<file path="config.mk">
export PLATFORM = sky130hd
export DESIGN_NAME = timed_light_fade_scheduler
export DESIGN_NICKNAME = d
export VERILOG_FILES = /design/src/rtl/tlfs_pkg.sv /design/src/rtl/timed_light_fade_scheduler.sv /design/src/rtl/tlfs_div.sv
export SDC_FILE = /design/constraint.sdc
export NUM_CORES = 2
export LEC_CHECK = 0
export ABC_AREA = 1
export BUFFER_PORTS_ARGS = -buffer_cell sky130_fd_sc_hd__buf_4
export CAP_MARGIN = 20
export CORE_AREA = 5 5 426 428
export CTS_BUF_LIST = sky130_fd_sc_hd__clkbuf_2
export DETAILED_ROUTE_END_ITERATION = 7
export DIE_AREA = 0 0 431 433
export PLACE_DENSITY = 0.6
export SYNTH_ARGS = -nofsm -noshare
export SYNTH_HDL_FRONTEND = slang
export SYNTH_SLANG_ARGS = --single-unit
export TNS_END_PERCENT = 50
</file>
<file path="constraint.sdc">
create_clock -name clock -period 10.9 [get_ports clock]
set_clock_uncertainty 0.15 [all_clocks]
set_input_delay 1.09 -clock clock [delete_from_list [all_inputs] [get_ports clock]]
set_output_delay 1.09 -clock clock [all_outputs]
set_load 0.05 [all_outputs]
</file>
<file path="src/rtl/tlfs_pkg.sv">
// Shared codes and types for the timed light fade scheduler.
package tlfs_pkg;

   localparam logic [1:0] ACT_SCHED  = 2'd0;
   localparam logic [1:0] ACT_UPDATE = 2'd1;
   localparam logic [1:0] ACT_CLEAR  = 2'd2;
   localparam logic [1:0] ACT_RSVD   = 2'd3;

   localparam logic [1:0] TGT_OFF      = 2'd0;
   localparam logic [1:0] TGT_ON       = 2'd1;
   localparam logic [1:0] TGT_FADE_ON  = 2'd2;
   localparam logic [1:0] TGT_FADE_OFF = 2'd3;

   localparam logic [1:0] STS_OFF = 2'd0;
   localparam logic [1:0] STS_ON  = 2'd1;

   localparam logic [2:0] KIND_SCHEDULED = 3'd0;
   localparam logic [2:0] KIND_REJECTED  = 3'd1;
   localparam logic [2:0] KIND_DRIVE     = 3'd2;
   localparam logic [2:0] KIND_NONE      = 3'd3;
   localparam logic [2:0] KIND_CLEARED   = 3'd4;

   typedef struct packed {
      logic [31:0] t_start;
      logic [31:0] t_stop;
      logic [2:0]  light;
      logic [1:0]  target;
   } evt_type;

   typedef struct packed {
      logic [2:0] kind;
      logic [2:0] light;
      logic [7:0] level;
      logic       pwm;
      logic [1:0] status;
      logic [4:0] count;
   } rsp_type;

   typedef struct packed {
      logic start;
      logic done;
   } div_ctl_type;

endpackage

</file>
<file path="src/rtl/timed_light_fade_scheduler.sv">
// Timed light fade scheduler: an in-order event queue in a single-port memory, walked by a
// small sequencer. An update reads each queued event in turn and hands each result over;
// a started fade before its end adds a multiply step and a serial division. The block
// takes no new item until the last result of the current one is in the output register.
module timed_light_fade_scheduler #(
   parameter int EVENT_DEPTH = 16,
   parameter int LEVEL_MAX   = 255
) (
   input  logic        clock,
   input  logic        reset,
   input  logic        req_valid,
   output logic        req_stall,
   input  logic [1:0]  req_action,
   input  logic [2:0]  req_light_index,
   input  logic [31:0] req_start_time,
   input  logic [31:0] req_end_time,
   input  logic [1:0]  req_target,
   input  logic [31:0] req_now,
   output logic        rsp_valid,
   input  logic        rsp_stall,
   output logic [2:0]  rsp_kind,
   output logic [2:0]  rsp_drive_light,
   output logic [7:0]  rsp_drive_level,
   output logic        rsp_is_pwm,
   output logic [1:0]  rsp_light_status,
   output logic [4:0]  rsp_executed_count,
   output logic        rsp_last
);
   import tlfs_pkg::*;

   localparam int IW = (EVENT_DEPTH > 1) ? $clog2(EVENT_DEPTH) : 1;
   localparam int CW = $clog2(EVENT_DEPTH + 1);
   localparam int QW = (LEVEL_MAX > 1) ? $clog2(LEVEL_MAX + 1) : 1;
   localparam logic [QW-1:0] LMAX = QW'(LEVEL_MAX);

   localparam logic [2:0] ST_IDLE = 3'd0;
   localparam logic [2:0] ST_RD   = 3'd1;
   localparam logic [2:0] ST_EV   = 3'd2;
   localparam logic [2:0] ST_MUL  = 3'd3;
   localparam logic [2:0] ST_DIVS = 3'd4;
   localparam logic [2:0] ST_DIVW = 3'd5;
   localparam logic [2:0] ST_PUSH = 3'd6;
   localparam logic [2:0] ST_FIN  = 3'd7;

   evt_type mem [EVENT_DEPTH];
   evt_type mem_q_ff;

   logic [2:0]     state_ff;
   logic [CW-1:0]  len_ff, r_ff, w_ff, count_ff;
   logic           head_ff;
   logic [31:0]    now_ff;
   logic           pend_valid_ff;
   rsp_type        pend_ff;
   logic           out_valid_ff;
   logic           out_last_ff;
   rsp_type        out_ff;
   logic [31+QW:0] num_ff;
   logic [31:0]    span_ff;

   div_ctl_type    div_ctl;
   logic [QW-1:0]  quo;

   logic           req_take, out_free, started, fin, fade, drop, push_go, out_load;
   logic           mem_we;
   logic [IW-1:0]  mem_wa;
   evt_type        mem_wd;
   evt_type        req_evt;
   rsp_type        new_rsp;
   logic [QW-1:0]  lvl;
   logic [QW+7:0]  lvl_ext;

   function automatic rsp_type kind_only(input logic [2:0] k);
      rsp_type r;
      r      = '0;
      r.kind = k;
      return r;
   endfunction

   assign req_stall = state_ff != ST_IDLE;
   assign req_take  = req_valid && !req_stall;
   assign out_free  = !out_valid_ff || !rsp_stall;

   assign started = now_ff >= mem_q_ff.t_start;
   assign fin     = now_ff >= mem_q_ff.t_stop;
   assign fade    = mem_q_ff.target == TGT_FADE_ON || mem_q_ff.target == TGT_FADE_OFF;
   // head of the queue survives when now equals its end
   assign drop    = head_ff ? (now_ff > mem_q_ff.t_stop) : fin;
   assign push_go = state_ff == ST_PUSH && (!pend_valid_ff || out_free);
   assign out_load = (push_go && pend_valid_ff) || (state_ff == ST_FIN && out_free);

   always_comb begin
      lvl = '0;
      if (fin) begin
         if (mem_q_ff.target == TGT_ON || mem_q_ff.target == TGT_FADE_ON) begin
            lvl = LMAX;
         end
      end else if (mem_q_ff.target == TGT_FADE_ON) begin
         lvl = quo;
      end else if (mem_q_ff.target == TGT_FADE_OFF) begin
         lvl = LMAX - quo;
      end
   end
   assign lvl_ext = {8'd0, lvl};

   always_comb begin
      new_rsp.kind  = KIND_DRIVE;
      new_rsp.light = mem_q_ff.light;
      new_rsp.level = lvl_ext[7:0];
      new_rsp.pwm   = !fin && fade;
      if (fin) begin
         new_rsp.status = (mem_q_ff.target == TGT_OFF || mem_q_ff.target == TGT_FADE_OFF)
                          ? STS_OFF : STS_ON;
      end else begin
         new_rsp.status = mem_q_ff.target;
      end
      new_rsp.count = 5'(count_ff + 1'b1);
   end

   assign req_evt.t_start = req_start_time;
   assign req_evt.t_stop  = req_end_time;
   assign req_evt.light   = req_light_index;
   assign req_evt.target  = req_target;

   always_comb begin
      mem_we = 1'b0;
      mem_wa = w_ff[IW-1:0];
      mem_wd = mem_q_ff;
      if (state_ff == ST_IDLE && req_take && req_action == ACT_SCHED
          && len_ff < CW'(EVENT_DEPTH)) begin
         mem_we = 1'b1;
         mem_wa = len_ff[IW-1:0];
         mem_wd = req_evt;
      end else if (state_ff == ST_EV && r_ff != len_ff && !started) begin
         mem_we = 1'b1;
      end else if (push_go && !drop) begin
         mem_we = 1'b1;
      end
   end

   always_ff @(posedge clock) begin
      if (mem_we) begin
         mem[mem_wa] <= mem_wd;
      end
      if (state_ff == ST_RD) begin
         mem_q_ff <= mem[r_ff[IW-1:0]];
      end
   end

   tlfs_div #(.QW(QW)) u_div (
      .clock (clock),
      .reset (reset),
      .start (state_ff == ST_DIVS),
      .num   (num_ff),
      .den   (span_ff),
      .ctl   (div_ctl),
      .quo   (quo)
   );

   always_ff @(posedge clock) begin
      if (state_ff == ST_MUL) begin
         num_ff  <= {{QW{1'b0}}, now_ff - mem_q_ff.t_start} * {32'd0, LMAX};
         span_ff <= mem_q_ff.t_stop - mem_q_ff.t_start;
      end
   end

   always_ff @(posedge clock) begin
      if (reset) begin
         state_ff      <= ST_IDLE;
         len_ff        <= '0;
         r_ff          <= '0;
         w_ff          <= '0;
         count_ff      <= '0;
         head_ff       <= 1'b0;
         pend_valid_ff <= 1'b0;
         out_valid_ff  <= 1'b0;
         out_last_ff   <= 1'b0;
      end else begin
         if (out_load) begin
            out_valid_ff <= 1'b1;
         end else if (!rsp_stall) begin
            out_valid_ff <= 1'b0;
         end
         case (state_ff)
            ST_IDLE: begin
               if (req_take) begin
                  case (req_action)
                     ACT_SCHED: begin
                        pend_valid_ff <= 1'b1;
                        if (len_ff < CW'(EVENT_DEPTH)) begin
                           pend_ff <= kind_only(KIND_SCHEDULED);
                           w_ff    <= len_ff + 1'b1;
                        end else begin
                           pend_ff <= kind_only(KIND_REJECTED);
                           w_ff    <= len_ff;
                        end
                        state_ff <= ST_FIN;
                     end
                     ACT_CLEAR: begin
                        pend_valid_ff <= 1'b1;
                        pend_ff       <= kind_only(KIND_CLEARED);
                        w_ff          <= '0;
                        state_ff      <= ST_FIN;
                     end
                     ACT_UPDATE: begin
                        pend_valid_ff <= 1'b0;
                        now_ff        <= req_now;
                        r_ff          <= '0;
                        w_ff          <= '0;
                        count_ff      <= '0;
                        head_ff       <= 1'b1;
                        state_ff      <= ST_RD;
                     end
                     default: begin
                        pend_valid_ff <= 1'b0;
                     end
                  endcase
               end
            end
            ST_RD: begin
               state_ff <= ST_EV;
            end
            ST_EV: begin
               if (r_ff == len_ff) begin
                  state_ff <= ST_FIN;
               end else if (!started) begin
                  w_ff     <= w_ff + 1'b1;
                  r_ff     <= r_ff + 1'b1;
                  head_ff  <= 1'b0;
                  state_ff <= ST_RD;
               end else if (!fin && fade) begin
                  state_ff <= ST_MUL;
               end else begin
                  state_ff <= ST_PUSH;
               end
            end
            ST_MUL: begin
               state_ff <= ST_DIVS;
            end
            ST_DIVS: begin
               state_ff <= ST_DIVW;
            end
            ST_DIVW: begin
               if (div_ctl.done) begin
                  state_ff <= ST_PUSH;
               end
            end
            ST_PUSH: begin
               if (push_go) begin
                  if (pend_valid_ff) begin
                     out_ff      <= pend_ff;
                     out_last_ff <= 1'b0;
                  end
                  pend_ff       <= new_rsp;
                  pend_valid_ff <= 1'b1;
                  count_ff      <= count_ff + 1'b1;
                  if (!drop) begin
                     w_ff    <= w_ff + 1'b1;
                     head_ff <= 1'b0;
                  end
                  r_ff     <= r_ff + 1'b1;
                  state_ff <= ST_RD;
               end
            end
            ST_FIN: begin
               if (out_free) begin
                  out_ff        <= pend_valid_ff ? pend_ff : kind_only(KIND_NONE);
                  out_last_ff   <= 1'b1;
                  pend_valid_ff <= 1'b0;
                  len_ff        <= w_ff;
                  state_ff      <= ST_IDLE;
               end
            end
            default: begin
               state_ff <= ST_IDLE;
            end
         endcase
      end
   end

   assign rsp_valid          = out_valid_ff;
   assign rsp_kind           = out_ff.kind;
   assign rsp_drive_light    = out_ff.light;
   assign rsp_drive_level    = out_ff.level;
   assign rsp_is_pwm         = out_ff.pwm;
   assign rsp_light_status   = out_ff.status;
   assign rsp_executed_count = out_ff.count;
   assign rsp_last           = out_last_ff;

   a_len_bound: assert property (@(posedge clock) disable iff (reset)
      len_ff <= CW'(EVENT_DEPTH))
      else $error("queue length past depth");

   a_compact: assert property (@(posedge clock) disable iff (reset)
      (state_ff == ST_EV || state_ff == ST_PUSH) |-> (w_ff <= r_ff && r_ff <= len_ff))
      else $error("write index ahead of read index");

   a_busy: assert property (@(posedge clock) disable iff (reset)
      (req_take && req_action != ACT_SCHED && req_action != ACT_UPDATE
       && req_action != ACT_CLEAR) |=> state_ff == ST_IDLE)
      else $error("unused action started work");

endmodule

</file>
<file path="src/rtl/tlfs_div.sv">
// Restoring divider, one quotient bit per cycle; quotient known to fit QW bits.
module tlfs_div #(
   parameter int QW = 8
) (
   input  logic                 clock,
   input  logic                 reset,
   input  logic                 start,
   input  logic [31+QW:0]       num,
   input  logic [31:0]          den,
   output tlfs_pkg::div_ctl_type ctl,
   output logic [QW-1:0]        quo
);
   import tlfs_pkg::*;

   localparam int CNTW = $clog2(QW + 1);

   logic [31:0]   rem_ff;
   logic [QW-1:0] sh_ff;
   logic [QW-1:0] quo_ff;
   logic [CNTW-1:0] cnt_ff;
   logic          busy_ff;
   logic [32:0]   trial;
   logic          fits;

   assign trial = {rem_ff, sh_ff[QW-1]};
   assign fits  = trial >= {1'b0, den};

   always_ff @(posedge clock) begin
      if (reset) begin
         busy_ff <= 1'b0;
         cnt_ff  <= '0;
      end else if (start) begin
         busy_ff <= 1'b1;
         cnt_ff  <= CNTW'(QW);
         rem_ff  <= num[31+QW:QW];
         sh_ff   <= num[QW-1:0];
         quo_ff  <= '0;
      end else if (busy_ff) begin
         rem_ff <= fits ? 32'(trial - {1'b0, den}) : trial[31:0];
         sh_ff  <= sh_ff << 1;
         quo_ff <= QW'({quo_ff, fits});
         cnt_ff <= cnt_ff - 1'b1;
         if (cnt_ff == CNTW'(1)) begin
            busy_ff <= 1'b0;
         end
      end
   end

   assign ctl.start = start;
   assign ctl.done  = !busy_ff && !start;
   assign quo       = quo_ff;

endmodule
</file>
Word-level counts from Yosys, hierarchy flattened

Memory sizes are Yosys's and may differ from the RTL's. A register that Yosys moved wholly into a read port is not among the register bits.
Index checks and enable logic that the tools add are counted.

Bits in registers: 228
RAM bits: 1104
Input port bits: 107
Output and inout bits: 25
Logic and storage cells: 204
Memories kept: 1

Memories:

| name | depth | bits a word | rd ports | clocked after Yosys merged registers in | wr ports | RTL line                         | source |
|---|---|---|---|---|---|---|---|
| mem  | 16    | 69          | 1        | 1                                       | 1        | timed_light_fade_scheduler.sv:45 | `evt_type mem [EVENT_DEPTH];` |

Add/subtract/negate cells: 9
Multiply operators: 1
Order comparisons: 5
Eq/ne operators: 28
Multiplexer cells: 78
Bitwise gates (word level): 1
Reductions and logical operators: 51

Operators by type and width:

| cell                                                | number |
|---|---|
| two-way mux 22 bit                                  | 6 |
| one-hot mux 22 bit (2 select lines)                 | 3 |
| two-way mux 32 bit                                  | 3 |
| subtractor 32 bit                                   | 3 |
| two-way mux 69 bit                                  | 1 |
| >= comparator 32 bit                                | 2 |
| two-way mux 5 bit                                   | 12 |
| two-way mux 8 bit                                   | 7 |
| multiplier 32 x 8 -> 40 bit (second input constant) | 1 |
| >= comparator 33 x 32 -> 1 bit                      | 1 |
| > comparator 32 bit                                 | 1 |
| one-hot mux 5 bit (3 select lines)                  | 2 |
| two-way mux 1 bit                                   | 25 |
| one-hot mux 3 bit (8 select lines)                  | 1 |
| two-way mux 3 bit                                   | 7 |
| adder 5 x 1 -> 5 bit (second input constant)        | 4 |
| two-way mux 20 bit                                  | 1 |
| one-hot mux 5 bit (2 select lines)                  | 2 |
| inequality test 2 bit (second input constant)       | 8 |
| AND reduction 4 bit                                 | 4 |
| AND reduction 5 bit                                 | 3 |
| AND reduction 7 bit                                 | 2 |
| == test 3 bit (second input constant)               | 4 |
| logical AND 1 bit                                   | 12 |
| 28 further kinds                                    | 58 |

Depth between registers and ports, before layout

Depth after elaboration: 10
Gate-level depth with buffers: 37
Depth with buffers taken out: 37

Cells and area by module

A second synthesis with hierarchy kept.

Cell total of the unflattened synthesis: 6399
Area total of the unflattened synthesis: 68660.9 µm²

By module, submodules not included:

| module                     | times used | cells an instance | area an instance (µm²) | seq. area each (µm²) |
|---|---|---|---|---|
| timed_light_fade_scheduler | 1          | 5528              | 63297.0                | 40208.6 |
| tlfs_div                   | 1          | 871               | 5363.9                 | 1541.5 |

Worst setup path after synthesis

No wires, ideal clock.

Path kind: reg-to-reg
From: register mem_q_ff[37] (netlist name)
To: register num_ff[39] (data pin)
Setup time: 261 ps
Arrival time: 5638 ps
Data required time: 10489 ps
Setup slack: 4852 ps
Stages on the path, launching flop included: 27
Buffers on the path: 0
Clock period less this slack: 6048 ps
Path through: edfxtp_1 -> ha_1 -> fa_1 -> o21ai_2 -> nand3_1 -> nand2_1 -> nand3_1 -> nand3_2 -> a21oi_1 -> xor2_1 -> fa_1 -> inv_1 -> fa_1 -> fa_1 -> inv_1 -> fa_1 -> inv_1 -> ha_1 -> nand2_1 -> nor2_1 -> inv_1 -> nor2_1 -> inv_1 -> nor3_1 -> nand4_1 -> nand3_1 -> xor2_1

Longest elaborated chain between the ends: 2

RTL lines:

| item                        | RTL line                          | source |
|---|---|---|
| subtractor 32 bit           | timed_light_fade_scheduler.sv:161 | `num_ff <= {{QW{1'b0}}, now_ff - mem_q_ff.t_start} * {32'd0, LMAX};` |
| multiplier 32 x 8 -> 40 bit | timed_light_fade_scheduler.sv:161 |  |
| end signal, assigned        | timed_light_fade_scheduler.sv:161 |  |
| end, declared               | timed_light_fade_scheduler.sv:57  | `logic [31+QW:0] num_ff;` |

No other way between the ends.
A chain may end at the register's enable or synchronous reset.

Final worst setup path

From: register mem_q_ff[46] (netlist name)
To: register num_ff[39] (data pin)

Longest elaborated chain between the ends: 2

RTL lines:

| item                        | RTL line |
|---|---|
| subtractor 32 bit           | timed_light_fade_scheduler.sv:161 |
| multiplier 32 x 8 -> 40 bit | timed_light_fade_scheduler.sv:161 |

No other way between the ends.

==> results.md <==
- The capturing point of the worst reg2reg path is num_ff[39]$_DFFE_PP_.
- The core footprint is 0.1775 mm².
- Entering global routing, the biggest net connects 179 pins.
- The maximum fanout count along the critical path is 5.
- The wire length of the first global-routing pass is 305800 µm.
- The synthesized cell area is 0.06848 mm².
- The maximum buffer depth of the clock tree is 4.
- The number of enable flip-flop cells after synthesis is 1369.
- After clock tree synthesis, the flow added hold-fix buffers numbering 149.
- Each instance of the synthesized netlist takes up on average 11.27 µm².
- In the layout the commonest cells are edfxtp_1, nor2_1, nand2_1.
- For this run, the number of Yosys warnings is 0.
- The number of setup buffers added after CTS is 0.
- Once the floorplan was initialized, standard cells occupied 38.59% of the core.
- The final layout contains 7046 nets.
- For the pin with the worst max-slew slack, the measured transition is 1.136 ns.
- For this run, the detailed router's first-pass iteration total came to 6.
- The area of combinational cells with multiple inputs is 0.02327 mm².
- Compared with the post-synthesis result, the final layout area differs by 12.28%.
- The die is 431 µm wide.
- The layout has 16660 filler cells.
- TritonCTS built the clock tree.
- In this run, distinct cell masters in the synthesized netlist total 60.
- The critical path's top delay family is adder cells.
- The total overflow left after global routing is 0.
- Setup repair after global routing left no endpoint under its margin.
- The post-cts gate resize count is 0.
- The worst hold path was traced through 5 stages.
- The endpoint of the worst hold-timing path is mem[4][4]$_DFFE_PP_.
- 132 I/O pins were placed.
- The area of all sequential standard cells is 0.04176 mm².
- The type of the worst min-delay path is input port to flop.
- The fraction of registers with async set or reset after synthesis is 0%.
- The leading cell type in the layout, fill and taps excluded is edfxtp_1.
- The post-synthesis register bit count is 1401.
- The instance count of the mapped netlist is 6077.
- In the routed design, unresolved DRC markers number 0.
- Derived from the worst setup path, the maximum achievable clock frequency is 138.7 MHz.
- Setup violations remaining at the end of the flow were counted as 0.
- Sequential cells were found to cover 60.96% of the synthesized design area.
- The via count of the first global-routing pass came to 47600.
- The slowest stage of the critical path belongs to the cell xor2_1.
- The routed design has 208400 µm of wire.
- In this run, the number of DRC markers left after iteration 0 of detailed routing was 4411.
- The critical path arrival is 8.41 ns.
- The run finished with clean final reports.
- The launching element type of the critical path is a flop.
- Data on the critical path is required at its endpoint by 12.10 ns.
- The worst stage delay on the critical path is 0.62 ns.
- The global-route usage over all layers is 21.90%.
- Routability-driven placement finished with a final weighted congestion of 0.9307.
- Once detail routing completed, the nets flagged for antenna violations numbered 0.
- The number of hold violations in the final report came to 0.
- The sum of negative setup slack is 0 ns.
- CTS built an H-tree with a depth of 5.
- Dividing the detail-routed wire length by the instance count gives 22.74 µm.
- The clock reaches the later pin of the worst-skew pair after 1.76 ns.
- The most used flip-flop cell after synthesis is edfxtp_1.
- The number of nets handed over by synthesis was 6531.
- The total via count in the routed design is 48630.
- The worst setup path startpoint is mem_q_ff[46]$_DFFE_PP_.
- The kind of capture point of the worst setup path is a flop.
- The clock slew at the register clock pins of the worst setup and hold paths is 0.09 ns.
- The most frequent cell on the critical path is inv_1.
- Of the available clock period, the critical path in the final layout requires 66.15%.
- The number of buffer and inverter stages on the critical path is 8.
- The final instance area is 0.07689 mm².
- The floorplan step set the die height to 433 µm.
- The detailed placement HPWL is 131200 µm.
- Across the run, the number of max-cap violations was 0.
- Cells with a size suffix above 1 make up 13.47% of the layout.
- In this run the core area contains 155 standard-cell rows.
- The max-slew violation total from the final report is 0.
- The post-place instance area is 0.07242 mm².
- The initial antenna violation count is 10.
- The worst pin sits at a relative slew slack of 24.29%.
- Using the TritonRoute via totals, the vias-per-cell ratio works out to 5.306.
- The worst path in the final design needs a cycle of 7.211 ns, including I/O delays and setup.
- For this design, the sink count on the clock tree is 1401.
- The number of CTS-inserted buffers is 370.
- The number of cells on the worst reg-to-reg path is 30.
- The startpoint identified for the worst hold timing path is req_light_index[2].
- The type of the setup path with the least slack is flop to flop.
- The register-to-register setup slack is 3.69 ns.
- The number of port buffers is 131.
- The startpoint of the lowest-slack register-to-register path is mem_q_ff[46]$_DFFE_PP_.
- The die covers 0.1866 mm².
- The tree is rooted in a clkbuf_2.
==> sequential cells by signal (all words and copies together) (netlist names), 2 cells and up <==
name                cells
rsp_kind                3
rsp_executed_count      5
u_div.cnt_ff            4
num_ff                 40
len_ff                  5
mem                  1104
state_ff                3
rsp_drive_light         3
span_ff                32
count_ff                5
rsp_drive_level         8
pend_ff                22
rsp_light_status        2
now_ff                 32
r_ff                    5
w_ff                    5
u_div.sh_ff             8
mem_q_ff               69
u_div.quo               8
u_div.rem_ff           32
==> cells in the mapped netlist, types with 23 or more instances <==
library cell / count / area share, %
edfxtp_1: 1369 / 60
ha_1: 217 / 4.0
o221ai_1: 113 / 1.4
xor2_1: 94 / 1.2
o21bai_1: 24 / 0.26
nand3_1: 233 / 1.7
inv_2: 25 / 0.14
nand3b_1: 40 / 0.44
o211ai_1: 27 / 0.30
o32ai_1: 165 / 2.1
buf_1: 35 / 0.19
fa_1: 130 / 3.8
mux2i_1: 111 / 1.6
a21o_1: 29 / 0.32
nor2_1: 856 / 4.7
dfxtp_1: 32 / 0.94
clkbuf_1: 178 / 0.98
nand4_1: 29 / 0.26
buf_2: 32 / 0.23
nand2_1: 835 / 4.6
xnor2_1: 35 / 0.45
inv_1: 642 / 3.5
o21ai_0: 448 / 3.3
nor3_1: 23 / 0.17
a21oi_1: 185 / 1.4
==> worst max path at each step <==
stage,to,cells after the start
after floorplan,num_ff[39]$_DFFE_PP_,26
after global placement,num_ff[39]$_DFFE_PP_,28
after detailed placement,num_ff[39]$_DFFE_PP_,28
after CTS,num_ff[39]$_DFFE_PP_,30
after global routing,num_ff[39]$_DFFE_PP_,31
final,num_ff[39]$_DFFE_PP_,30
==> metrics by stage <==
stage                     worst slack (ns)  hold slack, ns  cells  utilization, %
final                                3.689          0.3280   9166           43.33
after global routing                 3.223         0.08340   9164           43.33
after CTS                            3.758         0.01211   9151           43.30
after detailed placement             3.805          0.3157   8422           40.81
after global placement               3.733          0.3108   8422           40.81
after floorplan                      4.852          0.2876   6077               -
==> cell type report <==
cell class                 instances  share of cell area [%]
inverter                         670                   3.337
tap                             2355                   3.832
timing repair buffer             397                   4.429
clock buffer                     514                   3.345
sequential                      1401                   54.31
multi-input combinational       3752                   30.26
clock inverter                    66                  0.4524
antenna                           11                 0.03580
==> per-layer routing <==
metal	GRT usage [%]	part of all wire (%)	vias up	wire (µm)
li1	-	-	22550	-
met1	28.49	41	23870	86360
met2	36.42	48	1884	100400
met3	4.200	6.9	337	14290
met4	8.479	3.5	0	7376
met5	0	0	-	0
==> tightest hold or removal path, stage by stage <==
cell and delay, ns:
dlygate4sd3_1 0.52, buf_4 0.10, nand2_1 0.04, o21ai_0 0.07, buf_4 0.19
==> cells by family after synthesis <==
logic type               share of synthesized area (%)
AND/OR/NAND/NOR                                  12.64
multiplexers                                     1.622
AO/OA/AOI/OAI                                    9.893
XOR/XNOR                                         1.922
flip-flops                                       60.96
adder cells (fa/ha/maj)                          7.765
buffers and inverters                            5.194
Power is not shown: default switching activity piles up to over one toggle a cycle in this logic, so the estimate is an artifact.
